[src/rtl/apsp_pkg.sv]
// ============================================================================
// apsp_pkg: shared types and constants for the all-pairs shortest path unit
// Request codes, internal command format, sequencer states and queue sizing.
// ============================================================================
package apsp_pkg;

    localparam int DEF_NUM_VERTICES = 8;
    localparam int DEF_DIST_WIDTH   = 24;

    localparam int VERTEX_WIDTH = 3;
    localparam int WEIGHT_WIDTH = 16;

    // Command queue between the front and the back part.
    localparam int QUEUE_AW    = 2;
    localparam int QUEUE_DEPTH = 1 << QUEUE_AW;

    typedef enum logic [1:0] {
        REQ_ADD_EDGE = 2'd0,
        REQ_CLOSURE  = 2'd1,
        REQ_READ     = 2'd2,
        REQ_CLEAR    = 2'd3
    } req_type_t;

    typedef enum logic [1:0] {
        OP_EDGE    = 2'd0,
        OP_CLOSURE = 2'd1,
        OP_READ    = 2'd2,
        OP_CLEAR   = 2'd3
    } op_t;

    typedef struct packed {
        op_t                     op;
        logic [VERTEX_WIDTH-1:0] row;
        logic [VERTEX_WIDTH-1:0] col;
        logic [WEIGHT_WIDTH-1:0] weight;
        logic                    in_range;
    } cmd_t;

    typedef enum logic [2:0] {
        BK_CLEAR,
        BK_IDLE,
        BK_EDGE,
        BK_EDGE2,
        BK_READ,
        BK_ROW,
        BK_SWEEP,
        BK_DRAIN
    } bk_state_t;

endpackage

[src/rtl/apsp_front.sv]
// ============================================================================
// apsp_front: request intake and classification
// Takes input transfers, checks the vertex range and queues a command.
// ============================================================================
module apsp_front #(
    parameter int NUM_VERTICES = apsp_pkg::DEF_NUM_VERTICES
) (
    input  logic                              in_valid,
    output logic                              in_stall,
    input  logic [1:0]                        req_type,
    input  logic [apsp_pkg::VERTEX_WIDTH-1:0] from_vertex,
    input  logic [apsp_pkg::VERTEX_WIDTH-1:0] to_vertex,
    input  logic [apsp_pkg::WEIGHT_WIDTH-1:0] edge_weight,
    input  logic                              init_done,
    input  logic                              queue_full,
    output logic                              push,
    output apsp_pkg::cmd_t                    push_cmd
);
    import apsp_pkg::*;

    logic accept;
    logic in_range;

    assign in_stall = !init_done || queue_full;
    assign accept   = in_valid && !in_stall;
    assign in_range = (32'(from_vertex) < NUM_VERTICES) && (32'(to_vertex) < NUM_VERTICES);

    always_comb
    begin
        push_cmd.row      = from_vertex;
        push_cmd.col      = to_vertex;
        push_cmd.weight   = edge_weight;
        push_cmd.in_range = in_range;
        push              = accept;
        case (req_type)
            REQ_ADD_EDGE:
            begin
                push_cmd.op = OP_EDGE;
                // An edge naming a vertex that is not stored changes nothing.
                push        = accept && in_range;
            end
            REQ_CLOSURE: push_cmd.op = OP_CLOSURE;
            REQ_READ:    push_cmd.op = OP_READ;
            REQ_CLEAR:   push_cmd.op = OP_CLEAR;
            default:     push_cmd.op = OP_CLEAR;
        endcase
    end

endmodule

[src/rtl/apsp_queue.sv]
// ============================================================================
// apsp_queue: command queue
// Small first-in first-out buffer between the front and the back part.
// ============================================================================
module apsp_queue (
    input  logic           clk,
    input  logic           rst_n,
    input  logic           push,
    input  apsp_pkg::cmd_t din,
    input  logic           pop,
    output apsp_pkg::cmd_t dout,
    output logic           full,
    output logic           empty
);
    import apsp_pkg::*;

    cmd_t                slot_reg [QUEUE_DEPTH];
    logic [QUEUE_AW-1:0] wr_ptr_reg;
    logic [QUEUE_AW-1:0] rd_ptr_reg;
    logic [QUEUE_AW:0]   count_reg;
    logic [QUEUE_AW:0]   count_next;

    assign full  = (count_reg == (QUEUE_AW+1)'(QUEUE_DEPTH));
    assign empty = (count_reg == '0);
    assign dout  = slot_reg[rd_ptr_reg];

    always_comb
    begin
        case ({push, pop})
            2'b10:   count_next = count_reg + 1'b1;
            2'b01:   count_next = count_reg - 1'b1;
            default: count_next = count_reg;
        endcase
    end

    always_ff @(posedge clk or negedge rst_n)
    begin
        if (!rst_n)
        begin
            wr_ptr_reg <= '0;
            rd_ptr_reg <= '0;
            count_reg  <= '0;
        end
        else
        begin
            if (push)
            begin
                wr_ptr_reg <= wr_ptr_reg + 1'b1;
            end
            if (pop)
            begin
                rd_ptr_reg <= rd_ptr_reg + 1'b1;
            end
            count_reg <= count_next;
        end
    end

    always_ff @(posedge clk)
    begin
        if (push)
        begin
            slot_reg[wr_ptr_reg] <= din;
        end
    end

endmodule

[src/rtl/apsp_back.sv]
// ============================================================================
// apsp_back: matrix store and relaxation sequencer
// Holds the distance matrix in a memory and carries out queued commands.
// ============================================================================
module apsp_back #(
    parameter int NUM_VERTICES = apsp_pkg::DEF_NUM_VERTICES,
    parameter int DIST_WIDTH   = apsp_pkg::DEF_DIST_WIDTH
) (
    input  logic                    clk,
    input  logic                    rst_n,
    input  apsp_pkg::cmd_t          cmd,
    input  logic                    cmd_empty,
    output logic                    cmd_pop,
    output logic                    init_done,
    output logic                    out_valid,
    input  logic                    out_stall,
    output logic signed [DIST_WIDTH:0] distance
);
    import apsp_pkg::*;

    localparam int VW    = $clog2(NUM_VERTICES);
    localparam int DEPTH = NUM_VERTICES * NUM_VERTICES;
    localparam int AW    = $clog2(DEPTH);
    localparam int WW    = (DIST_WIDTH > WEIGHT_WIDTH) ? DIST_WIDTH : WEIGHT_WIDTH;
    localparam logic [DIST_WIDTH-1:0] UNREACH  = {DIST_WIDTH{1'b1}};
    localparam logic [VW-1:0]         LAST_V   = VW'(NUM_VERTICES - 1);

    function automatic logic [AW-1:0] entry_addr(logic [VW-1:0] r, logic [VW-1:0] c);
        return AW'(r) * AW'(NUM_VERTICES) + AW'(c);
    endfunction

    bk_state_t state_reg, state_next;

    logic [VW-1:0] i_reg, i_next;
    logic [VW-1:0] j_reg, j_next;
    logic [VW-1:0] k_reg, k_next;
    logic          drain_reg, drain_next;
    logic          init_done_reg;

    logic [VW-1:0]         cur_row_reg;
    logic [VW-1:0]         cur_col_reg;
    logic [DIST_WIDTH-1:0] cur_w_reg;
    logic                  cur_ok_reg;
    logic [DIST_WIDTH-1:0] q_val_reg;
    logic [DIST_WIDTH-1:0] dik_reg;

    logic                  s1_valid_reg;
    logic [AW-1:0]         s1_addr_reg;
    logic                  s2_valid_reg;
    logic [AW-1:0]         s2_addr_reg;
    logic [DIST_WIDTH-1:0] s2_via_reg;
    logic [DIST_WIDTH-1:0] s2_cur_reg;

    logic [DIST_WIDTH-1:0] mem [DEPTH];
    logic [DIST_WIDTH-1:0] rd_a_reg;
    logic [DIST_WIDTH-1:0] rd_b_reg;

    logic                  out_valid_reg;
    logic [DIST_WIDTH:0]   dist_reg;

    logic [AW-1:0]         addr_a;
    logic [AW-1:0]         addr_b;
    logic                  we;
    logic [AW-1:0]         waddr;
    logic [DIST_WIDTH-1:0] wdata;
    logic                  issue;
    logic                  out_free;

    logic [WW-1:0]         w_wide;
    logic [DIST_WIDTH-1:0] w_sat;
    logic [DIST_WIDTH:0]   via_sum;
    logic [DIST_WIDTH-1:0] via_sat;

    assign out_free  = !out_valid_reg || !out_stall;
    assign out_valid = out_valid_reg;
    assign distance  = dist_reg;
    assign init_done = init_done_reg;

    // Weights at or above the unreachable code add no edge.
    assign w_wide = WW'(cmd.weight);
    assign w_sat  = (w_wide >= WW'(UNREACH)) ? UNREACH : DIST_WIDTH'(w_wide);

    // Saturating path length through the current intermediate vertex.
    assign via_sum = {1'b0, dik_reg} + {1'b0, rd_b_reg};
    assign via_sat = (via_sum >= {1'b0, UNREACH}) ? UNREACH : via_sum[DIST_WIDTH-1:0];

    // Next state.
    always_comb
    begin
        state_next = state_reg;
        case (state_reg)
            BK_CLEAR:
            begin
                if (i_reg == LAST_V && j_reg == LAST_V)
                begin
                    state_next = BK_IDLE;
                end
            end
            BK_IDLE:
            begin
                if (!cmd_empty)
                begin
                    case (cmd.op)
                        OP_EDGE:    state_next = BK_EDGE;
                        OP_CLOSURE: state_next = BK_ROW;
                        OP_READ:    state_next = out_free ? BK_READ : BK_IDLE;
                        OP_CLEAR:   state_next = BK_CLEAR;
                        default:    state_next = BK_IDLE;
                    endcase
                end
            end
            BK_EDGE:  state_next = BK_EDGE2;
            BK_EDGE2: state_next = BK_IDLE;
            BK_READ:  state_next = BK_IDLE;
            BK_ROW:   state_next = BK_SWEEP;
            BK_SWEEP:
            begin
                if (j_reg == LAST_V)
                begin
                    state_next = (i_reg == LAST_V) ? BK_DRAIN : BK_ROW;
                end
            end
            BK_DRAIN:
            begin
                if (drain_reg)
                begin
                    state_next = (k_reg == LAST_V) ? BK_IDLE : BK_ROW;
                end
            end
            default: state_next = BK_IDLE;
        endcase
    end

    // Outputs, memory control and counters.
    always_comb
    begin
        cmd_pop    = 1'b0;
        addr_a     = entry_addr(i_reg, j_reg);
        addr_b     = entry_addr(k_reg, j_reg);
        we         = 1'b0;
        waddr      = entry_addr(i_reg, j_reg);
        wdata      = UNREACH;
        issue      = 1'b0;
        i_next     = i_reg;
        j_next     = j_reg;
        k_next     = k_reg;
        drain_next = 1'b0;
        case (state_reg)
            BK_CLEAR:
            begin
                we    = 1'b1;
                wdata = (i_reg == j_reg) ? '0 : UNREACH;
                if (j_reg == LAST_V)
                begin
                    j_next = '0;
                    i_next = (i_reg == LAST_V) ? '0 : i_reg + 1'b1;
                end
                else
                begin
                    j_next = j_reg + 1'b1;
                end
            end
            BK_IDLE:
            begin
                if (!cmd_empty)
                begin
                    addr_a = entry_addr(VW'(cmd.row), VW'(cmd.col));
                    addr_b = entry_addr(VW'(cmd.col), VW'(cmd.row));
                    case (cmd.op)
                        OP_READ: cmd_pop = out_free;
                        default: cmd_pop = 1'b1;
                    endcase
                end
            end
            BK_EDGE:
            begin
                we    = 1'b1;
                waddr = entry_addr(cur_row_reg, cur_col_reg);
                wdata = (cur_w_reg < rd_a_reg) ? cur_w_reg : rd_a_reg;
            end
            BK_EDGE2:
            begin
                we    = 1'b1;
                waddr = entry_addr(cur_col_reg, cur_row_reg);
                wdata = q_val_reg;
            end
            BK_ROW:
            begin
                addr_a = entry_addr(i_reg, k_reg);
            end
            BK_SWEEP:
            begin
                issue = 1'b1;
                if (j_reg == LAST_V)
                begin
                    j_next = '0;
                    i_next = (i_reg == LAST_V) ? '0 : i_reg + 1'b1;
                end
                else
                begin
                    j_next = j_reg + 1'b1;
                end
            end
            BK_DRAIN:
            begin
                drain_next = !drain_reg;
                if (drain_reg)
                begin
                    k_next = (k_reg == LAST_V) ? '0 : k_reg + 1'b1;
                end
            end
            default:
            begin
                we = 1'b0;
            end
        endcase
        // Relaxation write-back; only in flight while the closure runs.
        if (s2_valid_reg && (s2_via_reg < s2_cur_reg))
        begin
            we    = 1'b1;
            waddr = s2_addr_reg;
            wdata = s2_via_reg;
        end
    end

    always_ff @(posedge clk or negedge rst_n)
    begin
        if (!rst_n)
        begin
            state_reg     <= BK_CLEAR;
            i_reg         <= '0;
            j_reg         <= '0;
            k_reg         <= '0;
            drain_reg     <= 1'b0;
            init_done_reg <= 1'b0;
            s1_valid_reg  <= 1'b0;
            s2_valid_reg  <= 1'b0;
            out_valid_reg <= 1'b0;
        end
        else
        begin
            state_reg    <= state_next;
            i_reg        <= i_next;
            j_reg        <= j_next;
            k_reg        <= k_next;
            drain_reg    <= drain_next;
            s1_valid_reg <= issue;
            s2_valid_reg <= s1_valid_reg;
            if (state_reg == BK_CLEAR && state_next == BK_IDLE)
            begin
                init_done_reg <= 1'b1;
            end
            if (state_reg == BK_READ)
            begin
                out_valid_reg <= 1'b1;
            end
            else if (out_valid_reg && !out_stall)
            begin
                out_valid_reg <= 1'b0;
            end
        end
    end

    always_ff @(posedge clk)
    begin
        if (cmd_pop)
        begin
            cur_row_reg <= VW'(cmd.row);
            cur_col_reg <= VW'(cmd.col);
            cur_w_reg   <= w_sat;
            cur_ok_reg  <= cmd.in_range;
        end
        if (state_reg == BK_EDGE)
        begin
            q_val_reg <= (cur_w_reg < rd_b_reg) ? cur_w_reg : rd_b_reg;
        end
        if (state_reg == BK_SWEEP && j_reg == '0)
        begin
            dik_reg <= rd_a_reg;
        end
        if (state_reg == BK_READ)
        begin
            if (cur_ok_reg && rd_a_reg != UNREACH)
            begin
                dist_reg <= {1'b0, rd_a_reg};
            end
            else
            begin
                dist_reg <= '1;
            end
        end
        s1_addr_reg <= entry_addr(i_reg, j_reg);
        s2_addr_reg <= s1_addr_reg;
        s2_via_reg  <= via_sat;
        s2_cur_reg  <= rd_a_reg;
    end

    always_ff @(posedge clk)
    begin
        if (we)
        begin
            mem[waddr] <= wdata;
        end
        rd_a_reg <= mem[addr_a];
        rd_b_reg <= mem[addr_b];
    end

endmodule

[src/rtl/all_pairs_shortest_path_unit.sv]
// ============================================================================
// all_pairs_shortest_path_unit: Floyd-Warshall distance matrix engine
// Keeps a vertex-by-vertex distance matrix and answers distance reads.
// ============================================================================
// Requests arrive on the input channel (in_valid / in_stall); a transfer is
// one request: add edge, run closure, read entry or clear matrix. Only a read
// produces a transfer on the output channel (out_valid / out_stall), carrying
// the stored distance, or -1 when the entry is unreachable or out of range.
// A front stage classifies each request and puts it into a four-entry command
// queue, so new requests are taken while the matrix engine is still busy.
// Engine steps, K = NUM_VERTICES:
//   read:    the entry is fetched, then the result is registered on the output;
//   edge:    read both symmetric entries, write each back;
//   clear:   all K*K entries, one matrix entry written per cycle;
//   closure: one relaxation per cycle, bounded by the single write port of
//            the matrix memory; each row first fetches its pivot entry and
//            each intermediate vertex then drains the relaxation pipeline.
// After reset the engine writes all K*K entries of the reset matrix in a pass and
// in_stall stays high until that pass ends. A stalled result holds on the
// output; a read waiting behind it stays at the head of the queue, together
// with everything after it, and requests keep coming in until the queue fills.
// ============================================================================
module all_pairs_shortest_path_unit #(
    parameter int NUM_VERTICES = apsp_pkg::DEF_NUM_VERTICES,
    parameter int DIST_WIDTH   = apsp_pkg::DEF_DIST_WIDTH
) (
    input  logic                              clk,
    input  logic                              rst_n,
    input  logic                              in_valid,
    output logic                              in_stall,
    input  logic [1:0]                        req_type,
    input  logic [apsp_pkg::VERTEX_WIDTH-1:0] from_vertex,
    input  logic [apsp_pkg::VERTEX_WIDTH-1:0] to_vertex,
    input  logic [apsp_pkg::WEIGHT_WIDTH-1:0] edge_weight,
    output logic                              out_valid,
    input  logic                              out_stall,
    output logic signed [DIST_WIDTH:0]        distance
);
    import apsp_pkg::*;

    logic init_done;
    logic queue_full;
    logic queue_empty;
    logic push;
    logic pop;
    cmd_t push_cmd;
    cmd_t head_cmd;

    // The front only classifies; all matrix work happens in the back part.
    apsp_front #(
        .NUM_VERTICES (NUM_VERTICES)
    ) u_front (
        .in_valid    (in_valid),
        .in_stall    (in_stall),
        .req_type    (req_type),
        .from_vertex (from_vertex),
        .to_vertex   (to_vertex),
        .edge_weight (edge_weight),
        .init_done   (init_done),
        .queue_full  (queue_full),
        .push        (push),
        .push_cmd    (push_cmd)
    );

    apsp_queue u_queue (
        .clk   (clk),
        .rst_n (rst_n),
        .push  (push),
        .din   (push_cmd),
        .pop   (pop),
        .dout  (head_cmd),
        .full  (queue_full),
        .empty (queue_empty)
    );

    // The back part pops a command only when it can start it, so reads wait
    // in the queue while the output register is still held by a stall.
    apsp_back #(
        .NUM_VERTICES (NUM_VERTICES),
        .DIST_WIDTH   (DIST_WIDTH)
    ) u_back (
        .clk       (clk),
        .rst_n     (rst_n),
        .cmd       (head_cmd),
        .cmd_empty (queue_empty),
        .cmd_pop   (pop),
        .init_done (init_done),
        .out_valid (out_valid),
        .out_stall (out_stall),
        .distance  (distance)
    );

endmodule
[config.mk]
export PLATFORM = sky130hd
export DESIGN_NAME = all_pairs_shortest_path_unit
export DESIGN_NICKNAME = d
export VERILOG_FILES = /design/src/rtl/apsp_pkg.sv /design/src/rtl/apsp_front.sv /design/src/rtl/apsp_queue.sv /design/src/rtl/apsp_back.sv /design/src/rtl/all_pairs_shortest_path_unit.sv
export SDC_FILE = /design/constraint.sdc
export NUM_CORES = 2
export LEC_CHECK = 0
export BUFFER_PORTS_ARGS = -buffer_cell sky130_fd_sc_hd__buf_2
export CAP_MARGIN = 10
export CORE_MARGIN = 2
export CORE_UTILIZATION = 25
export DETAILED_ROUTE_END_ITERATION = 16
export SYNTH_ARGS = -nofsm -noshare
export SYNTH_HDL_FRONTEND = slang
export SYNTH_SLANG_ARGS = --single-unit
[constraint.sdc]
create_clock -name clk -period 6.4 [get_ports clk]
set_clock_uncertainty 0.1 [all_clocks]
set_input_delay 0 -clock clk [delete_from_list [all_inputs] [get_ports clk]]
set_output_delay 0 -clock clk [all_outputs]
set_load 0.005 [all_outputs]
==> summary.md <==
| Metric | Value |
|---|---|
| CTS tree | `built` |
| Fin Setup TNS | `0 ns` |
| Synth async-reset ratio | `0.0129` |
| Tot GR Track Use | `0.181` |
| Clock Sink Count | `1,859` |
| Area leader, netlist | `edfxtp_1` |
| Area contributors post-synth | `edfxtp_1, nand2_1, mux4_2, nand3_1, dfxtp_1` |
| Largest net degree at the start of global routing | `roughly 110` |
| Critical Path RT | `7.10 ns` |
| I/O Pins | `55` |
| Fraction of layout cells with a size suffix above 1 | `0.135` |
| Drt initial violations | `approximately 12,000` |
| Post-route ant nets | `0` |
| CP arrival | `~6.3 ns` |
| Max_cap viols | `0` |
| Fmax achieved | `between 150 and 200 MHz` |
| Status | `finished, final reports clean` |
| Post-synth EDFFs | `roughly 1,700` |
| Synth Cell Area | `around 0.086 mm²` |
| Vias per cell | `5.43` |
| Slew HR | `0.0276` |
| Worst min-delay path class | `in2async` |
| Final #Nets | `approximately 7,500` |
| Avg Synthesized Cell Area | `roughly 12 µm²` |
| Number of global-route vias before repair | `around 61,000` |
| Synth unique cells | `slightly above 70` |
| Crit-path max FO | `between 100 and 150` |
| Most frequent cells in the layout | `nand2_1, edfxtp_1, nand3_1` |
| Top_reg_cell synth | `edfxtp_1` |
| Num CTS Buffers | `198` |
| Root buffer cell | `clkbuf_16` |
| Largest register FFs | `about 1,500` |
| GPL Wtd Cong | `0.973` |
| Height of the die | `591 µm` |
| Yosys reg bits | `approximately 1,900` |
| Clock Path Buffers | `3` |
| Syn. warnings | `0` |
| Sequential-to-total area share from yosys stat | `0.635` |
| RSZ-0062 raised after global routing | `false` |
| Startpoint types | `flip-flop` |
| Initial antenna violation count | `29` |
| Post-cts resize count | `0` |
| Clock H-tree levels | `4` |
| Die width | `about 590 µm` |
| Gate Count Post-Synth | `7,357` |
| Most common cell after layout, fill and taps aside | `nand2_1` |
| Worst-path clk slew | `~0.060 ns` |
| Total number of vias | `66,000` |
| Initial DRT Pass Iterations | `6` |
| Dpl hpwl | `~210,000 µm` |
| Hold-fix buffers at CTS | `54` |
| Worst setup EP type | `flip-flop` |
| Grt total ovfl | `0` |
| Minimum clock period | `~5.6 ns` |
| Initial core utilization | `0.251` |
| Slew @ Worst Pin | `1.45 ns` |
| Later-pin clock latency in the skew report | `around 0.87 ns` |
| Endpoints failing setup | `0` |
| Synth top area share | `0.603` |
| Die area | `about 0.35 mm²` |
| Port Buffers | `54` |
| Wire length per cell | `between 20 and 30 µm` |
| Final Cycle Share | `0.880` |
| Core ar. | `0.343 mm²` |
| Rows | `215` |
| WL final | `~330,000 µm` |
| WS Path Type | `reg2reg` |
| Slew Viols, Final | `0` |
| Residual DRC | `0` |
| Global-route wire length before repair | `approximately 460,000 µm` |
| Hold Vio Cnt, Final | `0` |
| P&R area growth vs syn | `16.4%` |
| Post-CTS Setup Repair Bufs | `0` |
[critical path, stage by stage (launching register included)]
cell and delay, ns:
dfrtp_1 0.47, buf_4 0.44, mux4_2 0.68, a221oi_4 0.50, buf_12 0.53, buf_4 0.79
buf_4 0.39, nand2_1 0.09, nand3_1 0.08, a21oi_1 0.12, nor4_1 1.03, and3_1 0.26
[routing by layer]
metal	share of wire	GRT usage	routed length [µm]
met1	0.37	0.236	122000
met2	0.43	0.269	141000
met3	0.13	0.0518	44000
met4	0.061	0.0976	20100
met5	0.00050	0	164
[stage by stage]
step | instances | utilization | instance area, µm² | hold WS (ns) | worst slack, ns
global route | 12100 | 0.292 | 100000 | 0.126 | 0.666
global placement | 11700 | 0.271 | 92900 | -0.0407 | 0.664
finish | 12100 | 0.292 | 100000 | 0.117 | 0.769
detailed placement | 11700 | 0.271 | 93000 | -0.0349 | 0.875
CTS | 12100 | 0.292 | 100000 | 0.0413 | 0.913
floorplan | 7364 | - | 86100 | -0.396 | 1.64
[cell type report]
class / count / area (µm²)
Fill cell: 34300 / 243000
Sequential cell: 1859 / 54600
Multi-Input combinational cell: 4880 / 29700
Tap cell: 4557 / 5700
Clock buffer: 253 / 5360
Timing Repair Buffer: 385 / 3270
Clock inverter: 113 / 1180
Inverter: 79 / 297
Antenna cell: 23 / 57.6
[synth_stat cells, drive strengths merged (113+ instances only)]
master,count
and3,123
a31oi,253
nor2,120
mux2i,115
edfxtp,1727
clkbuf,394
mux4,216
nand3,661
nand4,113
buf,152
nand2,2131
a21oi,343
[logic make-up (layout without fill, tap and decap cells)]
family          count (synthesis)  count (layout)  share of synthesized area
mux                           356             356                     0.0732
fa+ha+maj                      91              91                     0.0134
buf+inv                       625             830                     0.0288
compound gates               1054            1054                     0.0785
other cells                     1              31                  0.0000436
flops                        1859            1859                      0.635
xor+xnor                       28              28                    0.00285
simple gates                 3343            3343                      0.168
[path summary, 6_finish.rpt]
path	startpoint	end	slack, ns	depth (start not counted)
setup / recovery	u_queue.rd_ptr_reg[0]	u_back.rd_a_reg[7]	0.77	11
hold / removal	rst_n	u_back.s2_valid_reg	0.12	4
setup reg to reg	u_queue.rd_ptr_reg[0]	u_back.rd_a_reg[7]	0.77	11
hold reg to reg	u_back.s1_addr_reg[0]	u_back.s2_addr_reg[0]	0.20	0
max in group asynchronous	rst_n	u_queue.rd_ptr_reg[0]	5.90	4
min in group clk	out_stall	u_back.state_reg[2]	0.14	5
Power is not shown: default switching activity piles up to over one toggle a cycle in this logic, so the estimate is an artifact.
